===== config.mk =====
export PLATFORM = sky130hd
export DESIGN_NAME = i2c_master_transfer_sequencer_unit
export DESIGN_NICKNAME = d
export VERILOG_FILES = /design/src/hdl/i2cmts_pkg.sv /design/src/hdl/i2cmts_in_reg.sv /design/src/hdl/i2cmts_core.sv /design/src/hdl/i2cmts_out_reg.sv /design/src/hdl/i2c_master_transfer_sequencer_unit.sv
export SDC_FILE = /design/constraint.sdc
export NUM_CORES = 1
export LEC_CHECK = 0
export BUFFER_PORTS_ARGS = -buffer_cell sky130_fd_sc_hd__buf_4
export CAP_MARGIN = 20
export CORE_ASPECT_RATIO = 0.9
export CORE_UTILIZATION = 30
export DETAILED_ROUTE_END_ITERATION = 10
export SYNTH_ARGS = -nofsm -noshare
export SYNTH_HDL_FRONTEND = slang
export SYNTH_SLANG_ARGS = --single-unit

===== constraint.sdc =====
create_clock -name clk -period 5.3 [get_ports clk]
set_input_delay 0.265 -clock clk [delete_from_list [all_inputs] [get_ports clk]]
set_output_delay 0.265 -clock clk [all_outputs]
set_load 0.02 [all_outputs]

===== src/hdl/i2cmts_pkg.sv =====
`timescale 1ns / 1ps

package i2cmts_pkg;

  localparam int COUNT_BITS_DEF = 8;

  localparam logic       ACT_START = 1'b0;
  localparam logic       ACT_EVENT = 1'b1;

  localparam logic       ADDR_READ_BIT  = 1'b1;
  localparam logic       ADDR_WRITE_BIT = 1'b0;

  localparam logic [3:0] CMD_NONE  = 4'h0;
  localparam logic [3:0] CMD_RUN   = 4'h1;
  localparam logic [3:0] CMD_START = 4'h2;
  localparam logic [3:0] CMD_STOP  = 4'h4;
  localparam logic [3:0] CMD_ACK   = 4'h8;

  localparam logic [2:0] ST_DONE      = 3'd0;
  localparam logic [2:0] ST_ADDR_NACK = 3'd1;
  localparam logic [2:0] ST_DATA_NACK = 3'd2;
  localparam logic [2:0] ST_BUS_ERR   = 3'd3;
  localparam logic [2:0] ST_ARB_LOST  = 3'd4;

  typedef struct packed {
    logic       action;
    logic [6:0] target_address;
    logic [7:0] write_count;
    logic [7:0] read_count;
    logic [7:0] next_write_byte;
    logic       bus_error;
    logic       arbitration_lost;
    logic       address_nack;
    logic       data_nack;
    logic [7:0] received_byte;
  } in_word_t;

  typedef struct packed {
    logic       command_valid;
    logic [3:0] command_bits;
    logic       address_valid;
    logic [7:0] address_byte;
    logic       data_valid;
    logic [7:0] data_byte;
    logic       read_valid;
    logic [7:0] read_byte;
    logic       done_res;
    logic [2:0] status;
    logic [7:0] read_total;
    logic       controller_reset;
  } out_word_t;

  typedef struct packed {
    logic valid;
    logic ready;
  } hs_t;

endpackage


===== src/hdl/i2cmts_in_reg.sv =====
`timescale 1ns / 1ps

module i2cmts_in_reg (
  input  logic                 clk,
  input  logic                 rst_n,
  input  logic                 in_valid,
  output logic                 in_ready,
  input  i2cmts_pkg::in_word_t in_word,
  input  logic                 down_ready,
  output i2cmts_pkg::hs_t      hs,
  output i2cmts_pkg::in_word_t word_r
);

  logic valid_r;
  logic valid_nxt;

  assign in_ready  = !valid_r || down_ready;
  assign valid_nxt = in_ready ? in_valid : valid_r;

  assign hs.valid = valid_r;
  assign hs.ready = down_ready;

  always_ff @(posedge clk) begin
    if (!rst_n) begin
      valid_r <= 1'b0;
    end else begin
      valid_r <= valid_nxt;
    end
  end

  always_ff @(posedge clk) begin
    if (in_valid && in_ready) begin
      word_r <= in_word;
    end
  end

endmodule


===== src/hdl/i2cmts_core.sv =====
`timescale 1ns / 1ps

module i2cmts_core #(
  parameter int COUNT_BITS = i2cmts_pkg::COUNT_BITS_DEF
) (
  input  logic                  clk,
  input  logic                  rst_n,
  input  logic                  step,
  input  i2cmts_pkg::in_word_t  word,
  output i2cmts_pkg::out_word_t res
);

  typedef enum logic [2:0] {
    PH_IDLE,
    PH_WCONT,
    PH_WFIN,
    PH_RSTART,
    PH_RCONT,
    PH_RFIN
  } phase_t;

  typedef logic [COUNT_BITS-1:0] cnt_t;

  localparam cnt_t CNT_ONE = COUNT_BITS'(1);

  phase_t     phase_r, phase_nxt;
  logic [6:0] slave_address_r, slave_address_nxt;
  cnt_t       writes_left_r, writes_left_nxt;
  cnt_t       reads_left_r, reads_left_nxt;
  cnt_t       reads_done_r, reads_done_nxt;

  always_comb begin
    cnt_t wl;
    cnt_t rl;
    cnt_t rd;
    logic [3:0] extra;
    phase_nxt         = phase_r;
    slave_address_nxt = slave_address_r;
    writes_left_nxt   = writes_left_r;
    reads_left_nxt    = reads_left_r;
    reads_done_nxt    = reads_done_r;
    res               = '0;
    wl                = '0;
    rl                = '0;
    rd                = '0;
    extra             = i2cmts_pkg::CMD_NONE;

    if (word.action == i2cmts_pkg::ACT_START) begin
      slave_address_nxt = word.target_address;
      wl                = COUNT_BITS'(word.write_count);
      rl                = COUNT_BITS'(word.read_count);
      reads_done_nxt    = '0;
      reads_left_nxt    = rl;
      if (wl != '0) begin
        res.address_valid = 1'b1;
        res.address_byte  = {word.target_address, i2cmts_pkg::ADDR_WRITE_BIT};
        res.data_valid    = 1'b1;
        res.data_byte     = word.next_write_byte;
        wl                = wl - CNT_ONE;
        writes_left_nxt   = wl;
        res.command_valid = 1'b1;
        if (wl != '0) begin
          res.command_bits = i2cmts_pkg::CMD_RUN | i2cmts_pkg::CMD_START;
          phase_nxt        = PH_WCONT;
        end else if (rl == '0) begin
          res.command_bits = i2cmts_pkg::CMD_STOP | i2cmts_pkg::CMD_RUN
                           | i2cmts_pkg::CMD_START;
          phase_nxt        = PH_WFIN;
        end else begin
          res.command_bits = i2cmts_pkg::CMD_RUN | i2cmts_pkg::CMD_START;
          phase_nxt        = PH_RSTART;
        end
      end else if (rl != '0) begin
        writes_left_nxt   = wl;
        res.address_valid = 1'b1;
        res.address_byte  = {word.target_address, i2cmts_pkg::ADDR_READ_BIT};
        res.command_valid = 1'b1;
        if (rl == CNT_ONE) begin
          res.command_bits = i2cmts_pkg::CMD_STOP | i2cmts_pkg::CMD_RUN
                           | i2cmts_pkg::CMD_START;
          phase_nxt        = PH_RFIN;
        end else begin
          res.command_bits = i2cmts_pkg::CMD_ACK | i2cmts_pkg::CMD_RUN
                           | i2cmts_pkg::CMD_START;
          phase_nxt        = PH_RCONT;
        end
      end else begin
        res.done_res    = 1'b1;
        res.status      = i2cmts_pkg::ST_DONE;
        res.read_total  = '0;
        phase_nxt       = PH_IDLE;
        writes_left_nxt = '0;
        reads_left_nxt  = '0;
      end
    end else if (phase_r != PH_IDLE && (word.bus_error || word.arbitration_lost)) begin
      res.done_res    = 1'b1;
      res.read_total  = 8'(reads_done_r);
      phase_nxt       = PH_IDLE;
      writes_left_nxt = '0;
      reads_left_nxt  = '0;
      if (word.arbitration_lost) begin
        res.controller_reset = 1'b1;
        res.status           = i2cmts_pkg::ST_ARB_LOST;
      end else begin
        if (phase_r != PH_WFIN && phase_r != PH_RFIN) begin
          res.command_valid = 1'b1;
          res.command_bits  = i2cmts_pkg::CMD_STOP;
        end
        if (word.address_nack) begin
          res.status = i2cmts_pkg::ST_ADDR_NACK;
        end else if (word.data_nack) begin
          res.status = i2cmts_pkg::ST_DATA_NACK;
        end else begin
          res.status = i2cmts_pkg::ST_BUS_ERR;
        end
      end
    end else begin
      case (phase_r)
        PH_WCONT: begin
          res.data_valid    = 1'b1;
          res.data_byte     = word.next_write_byte;
          wl                = writes_left_r - CNT_ONE;
          writes_left_nxt   = wl;
          res.command_valid = 1'b1;
          if (wl != '0) begin
            res.command_bits = i2cmts_pkg::CMD_RUN;
            phase_nxt        = PH_WCONT;
          end else if (reads_left_r == '0) begin
            res.command_bits = i2cmts_pkg::CMD_STOP | i2cmts_pkg::CMD_RUN;
            phase_nxt        = PH_WFIN;
          end else begin
            res.command_bits = i2cmts_pkg::CMD_RUN;
            phase_nxt        = PH_RSTART;
          end
        end
        PH_WFIN: begin
          res.done_res    = 1'b1;
          res.status      = i2cmts_pkg::ST_DONE;
          res.read_total  = 8'(reads_done_r);
          phase_nxt       = PH_IDLE;
          writes_left_nxt = '0;
          reads_left_nxt  = '0;
        end
        PH_RSTART: begin
          extra             = i2cmts_pkg::CMD_START;
          res.address_valid = 1'b1;
          res.address_byte  = {slave_address_r, i2cmts_pkg::ADDR_READ_BIT};
          res.command_valid = 1'b1;
          if (reads_left_r == CNT_ONE) begin
            res.command_bits = i2cmts_pkg::CMD_STOP | i2cmts_pkg::CMD_RUN | extra;
            phase_nxt        = PH_RFIN;
          end else begin
            res.command_bits = i2cmts_pkg::CMD_ACK | i2cmts_pkg::CMD_RUN | extra;
            phase_nxt        = PH_RCONT;
          end
        end
        PH_RCONT: begin
          res.read_valid    = 1'b1;
          res.read_byte     = word.received_byte;
          reads_done_nxt    = reads_done_r + CNT_ONE;
          rl                = reads_left_r - CNT_ONE;
          reads_left_nxt    = rl;
          res.command_valid = 1'b1;
          if (rl == CNT_ONE) begin
            res.command_bits = i2cmts_pkg::CMD_STOP | i2cmts_pkg::CMD_RUN;
            phase_nxt        = PH_RFIN;
          end else begin
            res.command_bits = i2cmts_pkg::CMD_ACK | i2cmts_pkg::CMD_RUN;
            phase_nxt        = PH_RCONT;
          end
        end
        PH_RFIN: begin
          res.read_valid  = 1'b1;
          res.read_byte   = word.received_byte;
          rd              = reads_done_r + CNT_ONE;
          reads_done_nxt  = rd;
          res.done_res    = 1'b1;
          res.status      = i2cmts_pkg::ST_DONE;
          res.read_total  = 8'(rd);
          phase_nxt       = PH_IDLE;
          writes_left_nxt = '0;
          reads_left_nxt  = '0;
        end
        default: begin
          phase_nxt = PH_IDLE;
        end
      endcase
    end
  end

  always_ff @(posedge clk) begin
    if (!rst_n) begin
      phase_r         <= PH_IDLE;
      slave_address_r <= '0;
      writes_left_r   <= '0;
      reads_left_r    <= '0;
      reads_done_r    <= '0;
    end else if (step) begin
      phase_r         <= phase_nxt;
      slave_address_r <= slave_address_nxt;
      writes_left_r   <= writes_left_nxt;
      reads_left_r    <= reads_left_nxt;
      reads_done_r    <= reads_done_nxt;
    end
  end

  a_done_goes_idle: assert property (@(posedge clk) disable iff (!rst_n)
    step && res.done_res |=> phase_r == PH_IDLE)
    else $error("done reported without returning to idle");

  a_read_counts: assert property (@(posedge clk) disable iff (!rst_n)
    step && res.read_valid |=> reads_done_r == $past(reads_done_r) + CNT_ONE)
    else $error("read byte delivered without count advance");

  a_idle_clear: assert property (@(posedge clk) disable iff (!rst_n)
    phase_r == PH_IDLE |-> writes_left_r == '0 && reads_left_r == '0)
    else $error("counts left over in idle");

  a_rcont_left: assert property (@(posedge clk) disable iff (!rst_n)
    phase_r == PH_RCONT |-> reads_left_r > CNT_ONE)
    else $error("read continue with fewer than two bytes left");

endmodule


===== src/hdl/i2cmts_out_reg.sv =====
`timescale 1ns / 1ps

module i2cmts_out_reg (
  input  logic                  clk,
  input  logic                  rst_n,
  input  logic                  up_valid,
  output logic                  up_ready,
  input  i2cmts_pkg::out_word_t res,
  output logic                  out_valid,
  input  logic                  out_ready,
  output i2cmts_pkg::out_word_t word_r
);

  logic valid_r;
  logic valid_nxt;

  assign up_ready  = !valid_r || out_ready;
  assign valid_nxt = up_ready ? up_valid : valid_r;
  assign out_valid = valid_r;

  always_ff @(posedge clk) begin
    if (!rst_n) begin
      valid_r <= 1'b0;
    end else begin
      valid_r <= valid_nxt;
    end
  end

  always_ff @(posedge clk) begin
    if (up_valid && up_ready) begin
      word_r <= res;
    end
  end

endmodule


===== src/hdl/i2c_master_transfer_sequencer_unit.sv =====
`timescale 1ns / 1ps
// channel | handshake            | payload
// in      | in_valid / in_ready  | action, target_address, counts, write byte, flags, rx byte
// out     | out_valid / out_ready| command, address, data, read, done/status, controller reset
//
// One word per cycle sustained while the output is not stalled; each word is held in the input
// register and then in the output register.
// Transfer state updates as a word moves from the input to the output register.
// Synchronous active-low reset returns the sequencer to idle with empty registers.
// A stalled output holds its word; the input register still takes one more word.

module i2c_master_transfer_sequencer_unit #(
  parameter int COUNT_BITS = i2cmts_pkg::COUNT_BITS_DEF
) (
  input  logic       clk,
  input  logic       rst_n,
  input  logic       in_valid,
  output logic       in_ready,
  input  logic       in_action,
  input  logic [6:0] in_target_address,
  input  logic [7:0] in_write_count,
  input  logic [7:0] in_read_count,
  input  logic [7:0] in_next_write_byte,
  input  logic       in_bus_error,
  input  logic       in_arbitration_lost,
  input  logic       in_address_nack,
  input  logic       in_data_nack,
  input  logic [7:0] in_received_byte,
  output logic       out_valid,
  input  logic       out_ready,
  output logic       out_command_valid,
  output logic [3:0] out_command_bits,
  output logic       out_address_valid,
  output logic [7:0] out_address_byte,
  output logic       out_data_valid,
  output logic [7:0] out_data_byte,
  output logic       out_read_valid,
  output logic [7:0] out_read_byte,
  output logic       out_done_res,
  output logic [2:0] out_status,
  output logic [7:0] out_read_total,
  output logic       out_controller_reset
);

  i2cmts_pkg::in_word_t  in_word;
  i2cmts_pkg::in_word_t  stage_word;
  i2cmts_pkg::out_word_t res;
  i2cmts_pkg::out_word_t out_word;
  i2cmts_pkg::hs_t       stage_hs;
  logic                  down_ready;

  assign in_word.action           = in_action;
  assign in_word.target_address   = in_target_address;
  assign in_word.write_count      = in_write_count;
  assign in_word.read_count       = in_read_count;
  assign in_word.next_write_byte  = in_next_write_byte;
  assign in_word.bus_error        = in_bus_error;
  assign in_word.arbitration_lost = in_arbitration_lost;
  assign in_word.address_nack     = in_address_nack;
  assign in_word.data_nack        = in_data_nack;
  assign in_word.received_byte    = in_received_byte;

  i2cmts_in_reg u_in_reg (
    .clk        (clk),
    .rst_n      (rst_n),
    .in_valid   (in_valid),
    .in_ready   (in_ready),
    .in_word    (in_word),
    .down_ready (down_ready),
    .hs         (stage_hs),
    .word_r     (stage_word)
  );

  i2cmts_core #(
    .COUNT_BITS (COUNT_BITS)
  ) u_core (
    .clk   (clk),
    .rst_n (rst_n),
    .step  (stage_hs.valid && stage_hs.ready),
    .word  (stage_word),
    .res   (res)
  );

  i2cmts_out_reg u_out_reg (
    .clk       (clk),
    .rst_n     (rst_n),
    .up_valid  (stage_hs.valid),
    .up_ready  (down_ready),
    .res       (res),
    .out_valid (out_valid),
    .out_ready (out_ready),
    .word_r    (out_word)
  );

  assign out_command_valid    = out_word.command_valid;
  assign out_command_bits     = out_word.command_bits;
  assign out_address_valid    = out_word.address_valid;
  assign out_address_byte     = out_word.address_byte;
  assign out_data_valid       = out_word.data_valid;
  assign out_data_byte        = out_word.data_byte;
  assign out_read_valid       = out_word.read_valid;
  assign out_read_byte        = out_word.read_byte;
  assign out_done_res         = out_word.done_res;
  assign out_status           = out_word.status;
  assign out_read_total       = out_word.read_total;
  assign out_controller_reset = out_word.controller_reset;

endmodule


==> out/results.ini, run 1 <==
[run_status]
status = finished, final reports clean

[synthesis]
synth_nets = 566
ys_seq_area_frac = 0.592
yosys.area_share.xor_xnor = 0.0200
ys.flop_type = edfxtp_1
synth_edf_count = 88
synth_top_family_by_area = simple AND/OR/NAND/NOR gates
yosysMostFrequentCell = edfxtp_1
synth_cell_type_count = 62
synth_area_sq_mm = 0.00568
ys_top_cells_by_area = edfxtp_1, dfxtp_1, nand2_1
synth_compound_area_frac = 0.163
yosys.area_share.simple = 0.171
synth_area_per_cell_sq_um = 11.2
ys_seq_elements = 124
synth.top_cell.area_share = 0.465
synthAdderAreaFrac = 0.0198
ys_warn_count = 0
yosysTopAreaCell = edfxtp_1
ys_top_cells_by_count = edfxtp_1, nand2_1, nor2_1
yosys-mux-area-fraction = 0.00176
async_flop_share = 0
syn_inst = 509

[power_and_ir_drop]
clock_power_share = 0.433
leakage_nw = 2.83
comb_power_share = 0.109
power.density_mw_per_mm2 = 343
peakVddDrop_v = 0.000196
switching_power_mw = 0.590
power.share.sequential = 0.458
internal_power_mw = 1.88
finalPower_mw = 2.47
netSwitchingFraction = 0.239

[finish]
regArea_sq_mm = 0.00336
instances_no_fill = 865
fillers = 1785
final_util = 0.391
multi_input_area_sq_mm = 0.00214
drive_above_1_share = 0.232
n_antenna_cell = 0
stdcell_area_sq_mm = 0.00721
final_nets = 664
area_growth_pct = 27.0

[setup_path]
path_max_fanout = 9
slowest_delay_ps = 510
cp_data_required_time_ps = 5450
critical_path.endpoint_type = flop
startpoint_type = flop
path_buf_inv = 1
cp_cell_sequence = inv_1 -> ha_1 -> or4b_4 -> nor4_4 -> nor2_1 -> nor2_2 -> nor2b_1
path_delay_family = simple AND/OR/NAND/NOR gates
worstPathArrival_ps = 2860
crit_slowest_cell = or4b_4
critPathKind = flop to flop

[sta]
slew_viol_final = 0
setup_ws_ps = 2590
clock-skew-final_ps = 9.48
slew-limit-headroom = 0.369
period_share = 0.511
final.min_clock_period_ps = 2710
finalHoldViolCount = 0
fmax_ghz = 0.369
setup_tns_ps = 0
rsz0062_at_grt = false
holdWs_ps = 24.0
tightest_slew_ps = 944
setup_violations = 0

[clock_tree]
cts_buffer_depth = 2
numCtsBuffers = 17
worstSkewPairLatency_ps = 420
cts_num_sinks = 124
cts_max_level = 4
cts_tree = built
cts.clk_slew.worst_paths_ps = 60
post_cts_resized = 0
clockRootBuffer = clkbuf_16

[drt]
dr.pass1.iters = 5
wl_per_cell_microns = 15.5
wirelength_microns = 13400
drt_iter0_drc = 351
drtAntennaViolNets = 0
vias = 4369
drc = 0
via_per_inst = 5.05

[flow_run]
maxCapViolCount = 0

[place]
place_ws_ps = 2380
gp_congestion = 0.840
hpwl_microns = 9260
placed_area_sq_mm = 0.00659
io_buffer_count = 94
place_inst = 827

[global_route]
grt_util_all_layers = 0.144
antenna_found_initial = 0
grt.overflow.total = 0
grt_pass1_wl_microns = 21600
grt_max_degree = 55
grt_pass1_vias = 4161

[floorplan]
die_area_sq_mm = 0.0195
boundaryPins = 95
start_util = 0.308
dieWidth_microns = 147
rows = 47
coreArea_sq_mm = 0.0185
die_y_microns = 133

[min_path]
min_path_type = input pin to flop

-- cells in the final DEF, fill, tap and decap left out, types with 6 or more instances in the layout --
cell type,synthesis,final
clkinv_2,0,6
nor2b_1,14,14
and3_1,16,16
o221ai_1,6,6
o31ai_1,8,8
o21ai_0,30,30
a21boi_0,9,9
o211ai_1,7,7
xnor2_1,9,9
nor3_1,11,11
clkbuf_16,0,17
nor2_1,44,44
inv_1,19,18
a22o_1,7,7
ha_1,9,9
dfxtp_1,36,36
o211a_1,12,12
edfxtp_1,88,88
nand3_1,19,19
nand2_1,53,53
buf_4,2,95
a21oi_1,12,12
-- sequential cells by signal, summed over array words and instances (netlist names) --
signal and count:
u_core.slave_address_r 7, u_in_reg.word_r 44, u_out_reg.word_r 44, u_core.reads_left_r 8, u_core.reads_done_r 8, u_core.writes_left_r 8
u_in_reg.valid_r 1, u_out_reg.out_valid 1, u_core.phase_r 3
-- final timing paths --
kind                                  start  slack (ps)                         to  cells after the start
hold / removal         in_target_address[2]          20        u_in_reg.word_r[38]                      1
setup reg to reg        u_in_reg.word_r[28]        2590       u_out_reg.word_r[24]                      7
setup / recovery        u_in_reg.word_r[28]        2590       u_out_reg.word_r[24]                      7
hold reg to reg   u_core.slave_address_r[1]         470  u_core.slave_address_r[1]                      2
-- routing by layer --
layer	share of wire	vias up	global-route usage
met5	0	-	0
met4	0.025	0	0.0819
met3	0.059	27	0.0383
met2	0.48	158	0.228
met1	0.44	2088	0.178
li1	-	2096	-
-- what timing repair did --
action | CTS | global route
setup buffers | 0 | 0
hold endpoints to repair | 0 | 3
hold buffers | 0 | 3
-- area by class of cell --
| type | instances | area share |
|---|---|---|
| Tap cell | 245 | 0.0425 |
| Sequential cell | 124 | 0.466 |
| Timing Repair Buffer | 100 | 0.109 |
| Multi-Input combinational cell | 345 | 0.296 |
| Inverter | 19 | 0.00989 |
| Clock buffer | 24 | 0.0668 |
| Clock inverter | 8 | 0.00954 |
-- power by group through the flow --
| stage | clock (mW) | sequential [mW] | combinational, mW |
|---|---|---|---|
| 4_1_cts | 1.11 | 1.13 | 0.263 |
| 3_5_place_dp | 0 | 1.15 | 0.262 |
| 6_report | 1.07 | 1.13 | 0.269 |
| 2_1_floorplan | 0 | 1.16 | 0.158 |
| 3_3_place_gp | 0 | 1.15 | 0.255 |
| 5_1_grt | 1.15 | 1.14 | 0.297 |
-- cell families after synthesis --
kind of cell / count (synthesis)
compound gates: 130
xor+xnor: 13
fa+ha+maj: 9
buf+inv: 40
flops: 124
mux: 1
simple gates: 192
Power figures use the tool's default switching activity.
==> run 2, diff against run 1 <==
ABC_AREA = 1   (was not set)
clock period = 2.63 ns   (was 5.3 ns; I/O delays follow)
==> run 2 against run 1 <==
Compared with the run above:
- combinational power rose by 120%
- final cell count grew 9.4%
- largest power group unchanged
- global-route usage decreased by 0.70 points
- non-clock buffer count is 43 higher
- sequential power increased by 100%
- design area up 3.4%
- first-iteration DRC count down 19%
- area after synthesis is 3.9% lower
- clock power is 100% higher
==> out/results.ini, run 2 <==
[run_status]
status = finished, final reports clean

[global_route]
grt_pass1_vias = 3934  ; -5.5%
antenna_found_initial = 0  ; unchanged
grt_pass1_wl_microns = 19300  ; -11%
grt.overflow.total = 0  ; unchanged
grt_max_degree = 36  ; -35%
grt_util_all_layers = 0.137  ; -0.00700

[place]
gp_congestion = 0.835  ; -0.57%
placed_area_sq_mm = 0.00647  ; -1.8%
io_buffer_count = 94  ; unchanged
hpwl_microns = 8610  ; -7.0%

[finish]
layout_common_cells = buf_4, edfxtp_1, nand2_1
area_growth_pct = 36.5
final_common_cell = buf_4
stdcell_area_sq_mm = 0.00746  ; +3.4%
final_nets = 750  ; +13%
regArea_sq_mm = 0.00336  ; unchanged
fillers = 1723  ; -3.5%
top_regs = u_in_reg.word_r (44), u_out_reg.word_r (44)
multi_input_area_sq_mm = 0.00178  ; -17%
drive_above_1_share = 0.220  ; -0.0127
n_antenna_cell = 0  ; unchanged

[drt]
via_per_inst = 4.40  ; -13%
drt_iter0_drc = 284  ; -19%
drc = 0  ; unchanged
drtAntennaViolNets = 0  ; unchanged
wl_per_cell_microns = 13.1  ; -15%
vias = 4165  ; -4.7%
dr.pass1.iters = 4  ; -1
wirelength_microns = 12400  ; -7.5%

[setup_path]
critical_path.endpoint_type = flop
startpoint_type = flop
critPathKind = flop to flop
cp_data_required_time_ps = 2780  ; -2670 ps
worstPathArrival_ps = 2350  ; -510 ps
path_max_fanout = 8  ; -1
regToRegSetupSlack_ps = 440  ; -2160 ps

[clock_tree]
cts_num_sinks = 124  ; unchanged
postCtsSetupBuffers = 0  ; unchanged
worstSkewPairLatency_ps = 420  ; about the same
cts.clk_slew.worst_paths_ps = 60  ; about the same
clockRootBuffer = clkbuf_16
cts_buffer_depth = 2  ; unchanged
cts_max_level = 4  ; unchanged
cts_tree = built
numCtsBuffers = 17  ; unchanged

[flow_run]
maxCapViolCount = 0  ; unchanged

[sta]
clock-skew-final_ps = 9.40  ; -0.0759 ps
setup_tns_ps = 0  ; unchanged
tightest_slew_ps = 536  ; -408 ps
rsz0062_at_grt = false
fmax_ghz = 0.456  ; +23%
setup_violations = 0  ; unchanged
slew-limit-headroom = 0.642  ; +0.273
final.min_clock_period_ps = 2190  ; -515 ps
slew_viol_final = 0  ; unchanged
period_share = 0.834  ; +0.323
finalHoldViolCount = 0  ; unchanged

[synthesis]
ys.flop_type = edfxtp_1
synth.top_cell.area_share = 0.484  ; +0.0187
ys_seq_area_frac = 0.616  ; +0.0237
ys_top_cells_by_count = edfxtp_1, nand2_1, inv_1, nor2_1, a21oi_1
ys_seq_elements = 124  ; unchanged
ys_warn_count = 0  ; unchanged
async_flop_share = 0  ; unchanged
synth_area_per_cell_sq_um = 10.1  ; -9.4%
synth_cell_type_count = 43  ; -31%
syn_inst = 540  ; +6.1%
yosysMostFrequentCell = edfxtp_1
synth_area_sq_mm = 0.00546  ; -3.9%
yosysTopAreaCell = edfxtp_1
ys_top_cells_by_area = edfxtp_1, dfxtp_1, nand2_1
synth_nets = 597  ; +5.5%
synth_edf_count = 88  ; unchanged

[power_and_ir_drop]
internal_power_mw = 3.76  ; +100%
power.density_mw_per_mm2 = 676  ; +97%
leakage_nw = 3.02  ; +6.9%
netSwitchingFraction = 0.254  ; +0.0153
power.share.sequential = 0.450  ; -0.008
clock_power_share = 0.430  ; -0.003
peakVddDrop_v = 0.000454  ; +130%
comb_power_share = 0.120  ; +0.011
switching_power_mw = 1.28  ; +120%

[floorplan]
coreArea_sq_mm = 0.0177  ; -4.0%
rows = 46  ; -2.1%
die_area_sq_mm = 0.0187  ; -3.8%
boundaryPins = 95  ; unchanged
dieWidth_microns = 144  ; -1.9%
die_y_microns = 130  ; -1.9%
start_util = 0.308  ; +0.000456

[min_path]
min_path_type = input pin to flop

run 2: cell types whose count changed after synthesis, moves of 9 or more:
cell,change
nand2_1,+30
nor2_1,+18
and3_1,-16
a21boi_0,-9
o211a_1,-12
inv_1,+43
nor2b_1,-14
a21oi_1,+29
nand3_1,+9
run 2: timing repair:
item,4_1_cts,5_1_grt
hold endpoints to repair,44,0
gates resized for setup,0,0
endpoints found under the setup margin,0,0
hold buffers,44,0
run 2: per-stage QoR:
step / total power, mW / util / worst slack [ps] / cells / hold slack, ps
final: 5.04 / 0.421 / 438 / 946 / 15.4
after CTS: 5.09 / 0.421 / 454 / 946 / 0.0838
after global placement: 2.86 / 0.365 / 565 / 870 / 311
after global routing: 5.25 / 0.421 / 246 / 946 / 41.6
after detailed placement: 2.86 / 0.365 / 470 / 870 / 311
after floorplan: 2.65 / - / 312 / 540 / 230
run 2: worst paths after layout:
kind                                   from                         to  cells after the start
setup reg to reg        u_in_reg.word_r[28]       u_out_reg.word_r[33]                     10
setup / recovery        u_in_reg.word_r[28]       u_out_reg.word_r[33]                     10
hold / removal                     in_valid           u_in_reg.valid_r                      3
hold reg to reg   u_core.slave_address_r[4]  u_core.slave_address_r[4]                      2
run 2: layout make-up:
type,instances,area share
clock buffer,18,0.0576
clock inverter,14,0.0159
inverter,71,0.0361
multi-input combinational,336,0.239
sequential,124,0.451
tap,240,0.0403
timing repair buffer,143,0.160
run 2: logic make-up after synthesis:
| kind of cell | Yosys count | synth area share |
|---|---|---|
| adders and majority gates | 9 | 0.0206 |
| buffers and inverters | 80 | 0.0582 |
| and+or+nand+nor | 204 | 0.170 |
| AOI/OAI and AO/OA | 109 | 0.113 |
| DFF | 124 | 0.616 |
| xor gates and xnor gates | 14 | 0.0225 |
run 2: worst max-delay path, cell delays in order (launching register included):
cell and delay (ps):
edfxtp_1 430, inv_1 120, ha_1 190, nor3b_2 260
nand3b_1 180, nor2_4 170, inv_2 110, o21ai_4 190
inv_2 120, nand2_1 70, o21ai_0 70
run 2: power by group through the flow:
stage          Clock (mW)  Combinational, mW  Sequential [mW]
4_1_cts              2.22              0.608             2.27
2_1_floorplan           0              0.315             2.34
5_1_grt              2.29              0.675             2.28
3_5_place_dp            0              0.553             2.31
3_3_place_gp            0              0.550             2.31
6_report             2.16              0.605             2.27
run 2: routing by layer:
layer,vias up,global-route usage,share of wire
met3,12,0.0466,0.065
met2,134,0.211,0.43
li1,2146,-,-
met4,0,0.0396,0.0089
met5,-,0,0
met1,1873,0.183,0.50
